$ cat src/sv/prr_pkg.sv
// Shared types, codes and helper functions for the page run reserver.
`timescale 1ns / 1ps

package prr_pkg;

    localparam int START_W        = 10;
    localparam int CNT_W          = 11;
    localparam int STATUS_W       = 2;
    localparam int ADDR_W         = 32;
    localparam int CFG_IDX_W      = 1;
    localparam int CFG_DATA_W     = 32;
    localparam int WORD_W         = 32;
    localparam int BIT_SEL_W      = 5;
    localparam int WIDX_W         = CNT_W - BIT_SEL_W;
    localparam int NUM_PAGES_DEF  = 1024;
    localparam int PAGE_SHIFT_DEF = 12;

    typedef logic [START_W-1:0]   t_start;
    typedef logic [CNT_W-1:0]     t_cnt;
    typedef logic [CNT_W:0]       t_sum;
    typedef logic [STATUS_W-1:0]  t_status;
    typedef logic [ADDR_W-1:0]    t_addr;
    typedef logic [CFG_IDX_W-1:0] t_cfg_idx;
    typedef logic [WORD_W-1:0]    t_word;
    typedef logic [BIT_SEL_W-1:0] t_bsel;
    typedef logic [WIDX_W-1:0]    t_widx;

    localparam t_cnt PAGE_TOTAL_RST = t_cnt'(1024);

    localparam t_status STAT_OK       = 2'd0;
    localparam t_status STAT_REFUSED  = 2'd1;
    localparam t_status STAT_CONFLICT = 2'd2;

    localparam t_cfg_idx REG_REGION_BASE = 1'd0;
    localparam t_cfg_idx REG_PAGE_TOTAL  = 1'd1;

    typedef enum logic [2:0] {
        S_CLEAR,
        S_IDLE,
        S_SCAN,
        S_MARK,
        S_DONE
    } t_state;

    function automatic t_word run_mask(input t_bsel lo, input t_bsel hi);
        t_word m;
        for (int b = 0; b < WORD_W; b++) begin
            m[b] = (t_bsel'(b) >= lo) && (t_bsel'(b) <= hi);
        end
        return m;
    endfunction

    function automatic t_bsel first_one(input t_word w);
        t_bsel idx;
        idx = '0;
        for (int b = WORD_W - 1; b >= 0; b--) begin
            if (w[b]) begin
                idx = t_bsel'(b);
            end
        end
        return idx;
    endfunction

endpackage

$ cat src/sv/page_run_reserver.sv
// Top level of the page run reserver: reserved-page map in word RAM, scan and mark sequencer.
// Refused or empty runs go straight to the result; a run spanning W map words is scanned
// and, if no reserved page is hit, marked (one word per cycle to scan, one per cycle to mark).
// Requests are taken one at a time: the next input beat is taken only once the last result
// has been loaded into the output register, after the word-serial scan and mark.
// Reset: synchronous, active low; clears control state, then sweeps the map RAM to zero,
// one word per cycle over all ceil(NUM_PAGES/32) words, before the first input beat is taken.
`timescale 1ns / 1ps

module page_run_reserver #(
    parameter int NUM_PAGES  = prr_pkg::NUM_PAGES_DEF,
    parameter int PAGE_SHIFT = prr_pkg::PAGE_SHIFT_DEF
) (
    input  logic               i_clk,
    input  logic               i_rst_n,
    input  logic               i_valid,
    output logic               o_ready,
    input  prr_pkg::t_start    i_start_page,
    input  prr_pkg::t_cnt      i_page_count,
    output logic               o_valid,
    input  logic               i_ready,
    output prr_pkg::t_status   o_status,
    output prr_pkg::t_start    o_conflict_page,
    output prr_pkg::t_addr     o_page_address,
    output prr_pkg::t_cnt      o_pages_reserved,
    input  logic               i_cfg_valid,
    output logic               o_cfg_ready,
    input  prr_pkg::t_cfg_idx  i_cfg_index,
    input  logic [prr_pkg::CFG_DATA_W-1:0] i_cfg_data
);

    localparam int DEPTH  = (NUM_PAGES + prr_pkg::WORD_W - 1) / prr_pkg::WORD_W;
    localparam int RAM_AW = (DEPTH > 1) ? $clog2(DEPTH) : 1;

    typedef logic [RAM_AW-1:0] t_raddr;

    prr_pkg::t_state  r_state, n_state;
    prr_pkg::t_addr   r_region_base;
    prr_pkg::t_cnt    r_page_total;
    prr_pkg::t_cnt    r_count;
    prr_pkg::t_start  r_start;
    prr_pkg::t_cnt    r_cnt_req;
    prr_pkg::t_cnt    r_end_m1;
    prr_pkg::t_widx   r_rd_w;
    prr_pkg::t_widx   r_ck_w;
    logic             r_rd_on;
    logic             r_ck_on;
    t_raddr           r_clr;
    prr_pkg::t_status r_res_status;
    prr_pkg::t_start  r_res_conflict;
    prr_pkg::t_addr   r_res_addr;
    logic             r_o_valid;
    prr_pkg::t_status r_o_status;
    prr_pkg::t_start  r_o_conflict;
    prr_pkg::t_addr   r_o_addr;
    prr_pkg::t_cnt    r_o_reserved;

    prr_pkg::t_cnt    w_total;
    prr_pkg::t_cnt    w_free;
    prr_pkg::t_sum    w_sum;
    logic             w_refuse;
    logic             w_in_beat;
    logic             w_out_free;
    prr_pkg::t_widx   w_first_w;
    prr_pkg::t_widx   w_in_first_w;
    prr_pkg::t_widx   w_last_w;
    prr_pkg::t_bsel   w_lo;
    prr_pkg::t_bsel   w_hi;
    prr_pkg::t_word   w_mask;
    prr_pkg::t_word   w_rdata;
    prr_pkg::t_word   w_hits;
    logic             w_hit;
    logic             w_ck_last;
    logic             w_clr_last;

    logic             w_ram_we;
    t_raddr           w_ram_waddr;
    prr_pkg::t_word   w_ram_wdata;
    logic             w_ram_re;
    t_raddr           w_ram_raddr;

    // request checks, taken on the input beat
    always_comb begin
        w_total = (32'(r_page_total) > NUM_PAGES) ? prr_pkg::t_cnt'(NUM_PAGES) : r_page_total;
        w_free  = (r_count < w_total) ? (w_total - r_count) : '0;
        w_sum   = prr_pkg::t_sum'(i_start_page) + prr_pkg::t_sum'(i_page_count);
        w_refuse = (w_sum > prr_pkg::t_sum'(w_total)) || (i_page_count > w_free);
        w_in_first_w = prr_pkg::t_widx'(i_start_page[prr_pkg::START_W-1:prr_pkg::BIT_SEL_W]);
    end

    // word mask of the run and hit search on the word just read
    always_comb begin
        w_first_w = prr_pkg::t_widx'(r_start[prr_pkg::START_W-1:prr_pkg::BIT_SEL_W]);
        w_last_w  = r_end_m1[prr_pkg::CNT_W-1:prr_pkg::BIT_SEL_W];
        w_lo      = (r_ck_w == w_first_w) ? r_start[prr_pkg::BIT_SEL_W-1:0] : '0;
        w_hi      = (r_ck_w == w_last_w) ? r_end_m1[prr_pkg::BIT_SEL_W-1:0] : '1;
        w_mask    = prr_pkg::run_mask(w_lo, w_hi);
        w_hits    = w_rdata & w_mask;
        w_hit     = r_ck_on && (w_hits != '0);
        w_ck_last = r_ck_on && (r_ck_w == w_last_w);
        w_clr_last = (r_clr == t_raddr'(DEPTH - 1));
    end

    assign w_in_beat  = i_valid && o_ready;
    assign w_out_free = !r_o_valid || i_ready;

    always_comb begin
        n_state = r_state;
        unique case (r_state)
            prr_pkg::S_CLEAR: begin
                if (w_clr_last) begin
                    n_state = prr_pkg::S_IDLE;
                end
            end
            prr_pkg::S_IDLE: begin
                if (w_in_beat) begin
                    if (w_refuse || (i_page_count == '0)) begin
                        n_state = prr_pkg::S_DONE;
                    end else begin
                        n_state = prr_pkg::S_SCAN;
                    end
                end
            end
            prr_pkg::S_SCAN: begin
                if (w_hit) begin
                    n_state = prr_pkg::S_DONE;
                end else if (w_ck_last) begin
                    n_state = prr_pkg::S_MARK;
                end
            end
            prr_pkg::S_MARK: begin
                if (w_ck_last) begin
                    n_state = prr_pkg::S_DONE;
                end
            end
            prr_pkg::S_DONE: begin
                if (w_out_free) begin
                    n_state = prr_pkg::S_IDLE;
                end
            end
        endcase
    end

    always_comb begin
        o_ready     = 1'b0;
        w_ram_we    = 1'b0;
        w_ram_waddr = t_raddr'(r_ck_w);
        w_ram_wdata = w_rdata | w_mask;
        w_ram_re    = 1'b0;
        w_ram_raddr = t_raddr'(r_rd_w);
        unique case (r_state)
            prr_pkg::S_CLEAR: begin
                w_ram_we    = 1'b1;
                w_ram_waddr = r_clr;
                w_ram_wdata = '0;
            end
            prr_pkg::S_IDLE: begin
                o_ready = 1'b1;
            end
            prr_pkg::S_SCAN: begin
                w_ram_re = r_rd_on;
            end
            prr_pkg::S_MARK: begin
                w_ram_re = r_rd_on;
                w_ram_we = r_ck_on;
            end
            prr_pkg::S_DONE: begin
                o_ready = 1'b0;
            end
        endcase
    end

    prr_ram #(
        .WIDTH (prr_pkg::WORD_W),
        .DEPTH (DEPTH)
    ) u_map (
        .i_clk   (i_clk),
        .i_we    (w_ram_we),
        .i_waddr (w_ram_waddr),
        .i_wdata (w_ram_wdata),
        .i_re    (w_ram_re),
        .i_raddr (w_ram_raddr),
        .o_rdata (w_rdata)
    );

    always_ff @(posedge i_clk) begin
        if (!i_rst_n) begin
            r_state       <= prr_pkg::S_CLEAR;
            r_region_base <= '0;
            r_page_total  <= prr_pkg::PAGE_TOTAL_RST;
            r_count       <= '0;
            r_rd_on       <= 1'b0;
            r_ck_on       <= 1'b0;
            r_clr         <= '0;
            r_o_valid     <= 1'b0;
        end else begin
            r_state <= n_state;
            if (i_cfg_valid && o_cfg_ready) begin
                unique case (i_cfg_index)
                    prr_pkg::REG_REGION_BASE: r_region_base <= prr_pkg::t_addr'(i_cfg_data);
                    prr_pkg::REG_PAGE_TOTAL:  r_page_total  <= prr_pkg::t_cnt'(i_cfg_data);
                endcase
            end
            if (r_state == prr_pkg::S_CLEAR) begin
                r_clr <= r_clr + t_raddr'(1);
            end
            // read pipeline: issue one word per cycle, check it on the next
            if ((r_state == prr_pkg::S_IDLE) && w_in_beat) begin
                r_rd_on <= 1'b1;
                r_ck_on <= 1'b0;
            end else if ((r_state == prr_pkg::S_SCAN) && !w_hit && w_ck_last) begin
                r_rd_on <= 1'b1;
                r_ck_on <= 1'b0;
            end else if ((r_state == prr_pkg::S_SCAN) || (r_state == prr_pkg::S_MARK)) begin
                r_ck_on <= r_rd_on;
                if (r_rd_on && (r_rd_w == w_last_w)) begin
                    r_rd_on <= 1'b0;
                end
            end else begin
                r_ck_on <= 1'b0;
            end
            if ((r_state == prr_pkg::S_MARK) && w_ck_last) begin
                r_count <= r_count + r_cnt_req;
            end
            if ((r_state == prr_pkg::S_DONE) && w_out_free) begin
                r_o_valid <= 1'b1;
            end else if (i_ready) begin
                r_o_valid <= 1'b0;
            end
        end
    end

    always_ff @(posedge i_clk) begin
        unique case (r_state)
            prr_pkg::S_IDLE: begin
                if (w_in_beat) begin
                    r_start        <= i_start_page;
                    r_cnt_req      <= i_page_count;
                    r_end_m1       <= prr_pkg::t_cnt'(w_sum - prr_pkg::t_sum'(1));
                    r_rd_w         <= w_in_first_w;
                    r_res_conflict <= i_start_page;
                    r_res_status   <= w_refuse ? prr_pkg::STAT_REFUSED : prr_pkg::STAT_OK;
                    if (prr_pkg::t_cnt'(i_start_page) < w_total) begin
                        r_res_addr <= r_region_base
                                    + (prr_pkg::t_addr'(i_start_page) << PAGE_SHIFT);
                    end else begin
                        r_res_addr <= '0;
                    end
                end
            end
            prr_pkg::S_SCAN: begin
                r_ck_w <= r_rd_w;
                if (w_hit) begin
                    r_res_status   <= prr_pkg::STAT_CONFLICT;
                    r_res_conflict <= prr_pkg::t_start'({r_ck_w, prr_pkg::first_one(w_hits)});
                end else if (w_ck_last) begin
                    r_rd_w <= w_first_w;
                end else if (r_rd_on) begin
                    r_rd_w <= r_rd_w + prr_pkg::t_widx'(1);
                end
            end
            prr_pkg::S_MARK: begin
                r_ck_w <= r_rd_w;
                if (r_rd_on) begin
                    r_rd_w <= r_rd_w + prr_pkg::t_widx'(1);
                end
            end
            prr_pkg::S_DONE: begin
                if (w_out_free) begin
                    r_o_status   <= r_res_status;
                    r_o_conflict <= r_res_conflict;
                    r_o_addr     <= r_res_addr;
                    r_o_reserved <= r_count;
                end
            end
            prr_pkg::S_CLEAR: begin
                r_ck_w <= '0;
            end
        endcase
    end

    assign o_cfg_ready      = 1'b1;
    assign o_valid          = r_o_valid;
    assign o_status         = r_o_status;
    assign o_conflict_page  = r_o_conflict;
    assign o_page_address   = r_o_addr;
    assign o_pages_reserved = r_o_reserved;

endmodule

$ cat src/sv/prr_ram.sv
// Generic simple dual-port RAM with one write port and a registered read port.
`timescale 1ns / 1ps

module prr_ram #(
    parameter int WIDTH = 32,
    parameter int DEPTH = 32,
    localparam int ADDR_W = (DEPTH > 1) ? $clog2(DEPTH) : 1
) (
    input  logic              i_clk,
    input  logic              i_we,
    input  logic [ADDR_W-1:0] i_waddr,
    input  logic [WIDTH-1:0]  i_wdata,
    input  logic              i_re,
    input  logic [ADDR_W-1:0] i_raddr,
    output logic [WIDTH-1:0]  o_rdata
);

    logic [WIDTH-1:0] r_mem [DEPTH];
    logic [WIDTH-1:0] r_rdata;

    always_ff @(posedge i_clk) begin
        if (i_we) begin
            r_mem[i_waddr] <= i_wdata;
        end
    end

    always_ff @(posedge i_clk) begin
        if (i_re) begin
            r_rdata <= r_mem[i_raddr];
        end
    end

    assign o_rdata = r_rdata;

endmodule

$ cat config.mk
export PLATFORM = sky130hd
export DESIGN_NAME = page_run_reserver
export DESIGN_NICKNAME = d
export VERILOG_FILES = /design/src/sv/prr_pkg.sv /design/src/sv/page_run_reserver.sv /design/src/sv/prr_ram.sv
export SDC_FILE = /design/constraint.sdc
export NUM_CORES = 1
export LEC_CHECK = 0
export BUFFER_PORTS_ARGS = -buffer_cell sky130_fd_sc_hd__buf_2
export CAP_MARGIN = 25
export CORE_MARGIN = 2
export CORE_UTILIZATION = 60
export DETAILED_ROUTE_END_ITERATION = 6
export HOLD_SLACK_MARGIN = 0.08
export PLACE_DENSITY = 0.82
export REMOVE_ABC_BUFFERS = 1
export SLEW_MARGIN = 30
export SYNTH_ARGS = -nofsm -noshare
export SYNTH_HDL_FRONTEND = slang
export SYNTH_HIERARCHICAL = 1
export SYNTH_SLANG_ARGS = --single-unit
$ cat constraint.sdc
create_clock -name i_clk -period 7.51 [get_ports i_clk]
set_input_delay 0.3755 -clock i_clk [delete_from_list [all_inputs] [get_ports i_clk]]
set_output_delay 0.3755 -clock i_clk [all_outputs]
set_load 0.01 [all_outputs]
==> flow_metrics.tcl <==
set metrics [dict create \
    final_antenna_net_count 0 \
    grt_pass1_vias 31900 \
    syn2layout_area_growth_pct 12.2 \
    crit_type "reg2reg" \
    fin_crit_ns 4.82 \
    syn_avg_cell_area_um2 14.8 \
    hp-class "in2reg" \
    slew_viol_final 0 \
    rsz0062_at_grt "false" \
    die_area_um2 90900 \
    dr_wl_met3_um 14300 \
    drt_iter0_markers 4442 \
    worst_slew_pin_slew_ns 0.975 \
    die_width_um 301 \
    path_clk_slew_ns 0.06 \
    rrSetupSlack_ns 2.69 \
    clkSinkCount 1264 \
    r2r_end "r_state[2]" \
    finalHoldViolations 0 \
    dr_wl_met2_um 65300 \
    synth_edf_count 1199 \
    grt_max_degree 124 \
    cp.buffers_inverters 2 \
    grt_pass1_wl_um 201000 \
    path_delay_family "compound AO/OA/AOI/OAI gates" \
    synthCells 3594 \
    p_sw_mw 2.85 \
    critPathLaunchType "flop" \
    cts_tree "done" \
    cap_violations 0 \
    synth.area.top_cells "edfxtp_1 68%, mux2i_1 9.7%, dfxtp_1 2.5%" \
    synth-seq-cells 1264 \
    clock_latency_ns 0.72 \
    post-dp-hpwl_um 74400 \
    yosysMostFrequentCell "edfxtp_1" \
    final_nets 3922 \
    async_flop_share_pct 0 \
    finalWeightedCongestion 0.957 \
    wl_um 138000 \
    ioPinCount 117 \
    setup.worst_path.start "r_page_total[10]" \
    synth_warnings 6 \
    drtPass1Iterations 6 \
    finalSetupViolCount 0 \
    antenna_found_initial 4 \
    slowest_delay_ns 0.40 \
    peakVddDrop_mv 0.317 \
    path_max_fanout 11 \
    holdPathStages 4 \
    p_per_area_nw_per_um2 233 \
    pwr-share-seq_pct 55.5 \
    drc_errors 0 \
    max_slew_margin_pct 34.8 \
    intPower_mw 11.1 \
    p_sw_share_pct 20.5 \
    fillers 5786 \
    synth.distinct_cells 80 \
    yosysSeqAreaShare_pct 70.3 \
    drive_gt1_share_pct 11.7 \
    path_cells "inv_1 -> nand2_1 -> inv_1 -> ha_1 -> nor2b_1 -> o21ai_0 -> a21oi_1 -> o21ai_0 -> a21oi_1 -> o21a_1 -> o31a_1 -> o31a_1 -> nand2_1 -> ha_1 -> nor2b_1 -> o21a_1 -> o21ai_0 -> a21oi_1 -> a31oi_1 -> a31oi_1 -> a211oi_1 -> a21oi_1 -> o21a_1" \
    numCtsBuffers 118 \
    start_util_pct 60.3 \
    placed_cells 4767 \
    fp.coreArea_um2 88100 \
    pre_cts_slack_ns 2.67 \
    h-tree-depth 3 \
    fin_crit_sh_pct 64.2 \
    die_y_um 301 \
    status "complete, no violations" \
    path_common_cell "a21oi_1" \
    wire_per_inst_um 27.2 \
    synth_top_area_cell "edfxtp_1" \
    io_buffers 115 \
    netlist_area_um2 53100 \
    grt_use_total_pct 30.0 \
    viasPerCell 6.43 \
    vias 32500 \
    min_to "r_region_base[6]" \
    endpoint_kind "flop" \
    synth_top_cell_area_share_pct 67.8 \
    reg2reg_from "r_page_total[10]" \
    crit_slowest_cell "a211oi_1" \
    skew_ns 0.0399 \
    overflow 0 \
    r2r_cells 23 \
    p_leak_nw 21.5 \
    arrival_ns 5.42 \
    min_from "i_cfg_index" \
    wl_met1_um 52600 \
    cts_buffer_depth 3 \
    rows 109 \
    synth_commonest_cells "1199 x edfxtp_1, 514 x mux2i_1, 297 x nand2_1" \
    worstPathRequired_ns 8.11 \
    synthFlopType "edfxtp_1" \
    timing.fmax_ghz 0.208 \
    clockRootBuffer "clkbuf_16" \
    pwr-share-comb_pct 2.9 \
    finalWorstSetupSlack_ns 2.69 \
    highest_layer "met5" \
    power_frac_clock_pct 41.5 \
    stdcell_count 5051 \
]
power groups by stage:
stage | Sequential [mW] | Clock [mW] | Combinational (mW)
floorplan | 7.86 | 0 | 0.216
global placement | 7.86 | 0 | 0.368
detailed placement | 7.87 | 0 | 0.374
CTS | 7.72 | 5.82 | 0.402
global route | 7.72 | 6.11 | 0.442
finish | 7.72 | 5.78 | 0.410
how the worst max path moves through the flow:
| stage | end | slack (ns) | cells after the start |
|---|---|---|---|
| 6_report | r_state[2] | 2.69 | 23 |
| 5_1_grt | r_state[2] | 2.20 | 22 |
| 4_1_cts | r_state[2] | 2.67 | 22 |
| 3_5_place_dp | r_state[2] | 2.67 | 22 |
| 3_3_place_gp | r_state[2] | 2.72 | 23 |
| 2_1_floorplan | r_rd_w[1] | -10.53 | 5 |
routing by layer:
layer | vias up | track usage [%]
li1 | 14200 | -
met1 | 16100 | 40.7
met2 | 1917 | 48.5
met3 | 339 | 5.34
met4 | 2 | 11.8
met5 | - | 0
worst min-delay path: stages:
cell and delay (ns):
buf_2 0.12, nor2b_2 0.12, nand2_1 0.09, a21oi_1 0.06
placed cells by master (no fill, tap or decap), types with 8 or more instances in the layout:
master         netlist  routed
edfxtp_1          1199    1199
mux2i_1            514     514
nand2_1            297     296
a21oi_1            236     224
nand3_1            130     130
clkbuf_16            0     120
nor2_1             151     117
buf_2               38     115
a22oi_1             98      98
ha_1                76      76
buf_4               35      73
inv_1               70      69
a22o_1              66      66
dfxtp_1             65      65
dlygate4sd3_1        0      61
nor3_1              53      52
o21ai_0             49      48
a31oi_1             44      43
xnor2_1             38      38
clkbuf_1            88      38
nor2_4               0      34
nor2b_1             31      29
xor2_1              27      27
o21a_1              26      25
clkinv_2             0      23
nand4_1             20      20
clkinv_1             2      20
and2_1              21      19
or3_1               15      15
a21o_1              14      14
or2_2               12      12
and3_1              10      10
o22ai_1             10      10
nor4_1               9       9
a21oi_4              0       9
nand3b_1             8       8
o31ai_1              8       8
a211oi_1             8       8
cell type report:
| class | instances | area, um^2 | area share [%] |
|---|---|---|---|
| Sequential cell | 1264 | 37300 | 62.6 |
| Multi-Input combinational cell | 2072 | 14900 | 25.1 |
| Clock buffer | 165 | 3240 | 5.44 |
| Timing Repair Buffer | 255 | 1850 | 3.11 |
| Tap cell | 1165 | 1460 | 2.45 |
| Clock inverter | 57 | 492 | 0.826 |
| Inverter | 72 | 270 | 0.454 |
| Antenna cell | 1 | 2.50 | 0.00420 |
metrics by stage:
step	util, %	hold WS, ns	cell area, um^2	TNS (ns)	total power, mW
after global placement	62.6	0.400	55100	0	8.23
after floorplan	-	0.400	52100	-392.65	8.08
final	67.6	0.109	59600	0	13.9
after global routing	67.6	0.151	59600	0	14.3
after CTS	67.6	0.0802	59500	0	13.9
after detailed placement	62.7	0.405	55200	0	8.24
cells by family (layout without fill, tap and decap cells):
kind of cell | Yosys count | after routing | synth area share [%]
other cells | 1 | 2 | 0.00706
xor+xnor | 67 | 67 | 1.13
buf+inv | 258 | 549 | 2.39
compound gates | 622 | 622 | 7.71
fa+ha+maj | 80 | 80 | 1.94
simple gates | 788 | 788 | 6.87
mux | 514 | 514 | 9.69
flops | 1264 | 1264 | 70.3
sequential cells by signal (all words and copies together) (netlist names), 10 cells and up:
name              flops
u_map/r_mem        1024
o_page_address       32
r_region_base        32
r_res_addr           32
u_map/o_rdata        32
o_pages_reserved     11
r_cnt_req            11
r_count              11
r_end_m1             11
r_page_total         11
o_conflict_page      10
r_res_conflict       10
r_start              10
timing repair:
action / CTS / global route
hold endpoints to repair: 66 / 0
gates resized for setup: 0 / 0
setup buffers: 0 / 0
hold buffers: 61 / 0
Power figures use the tool's default switching activity.
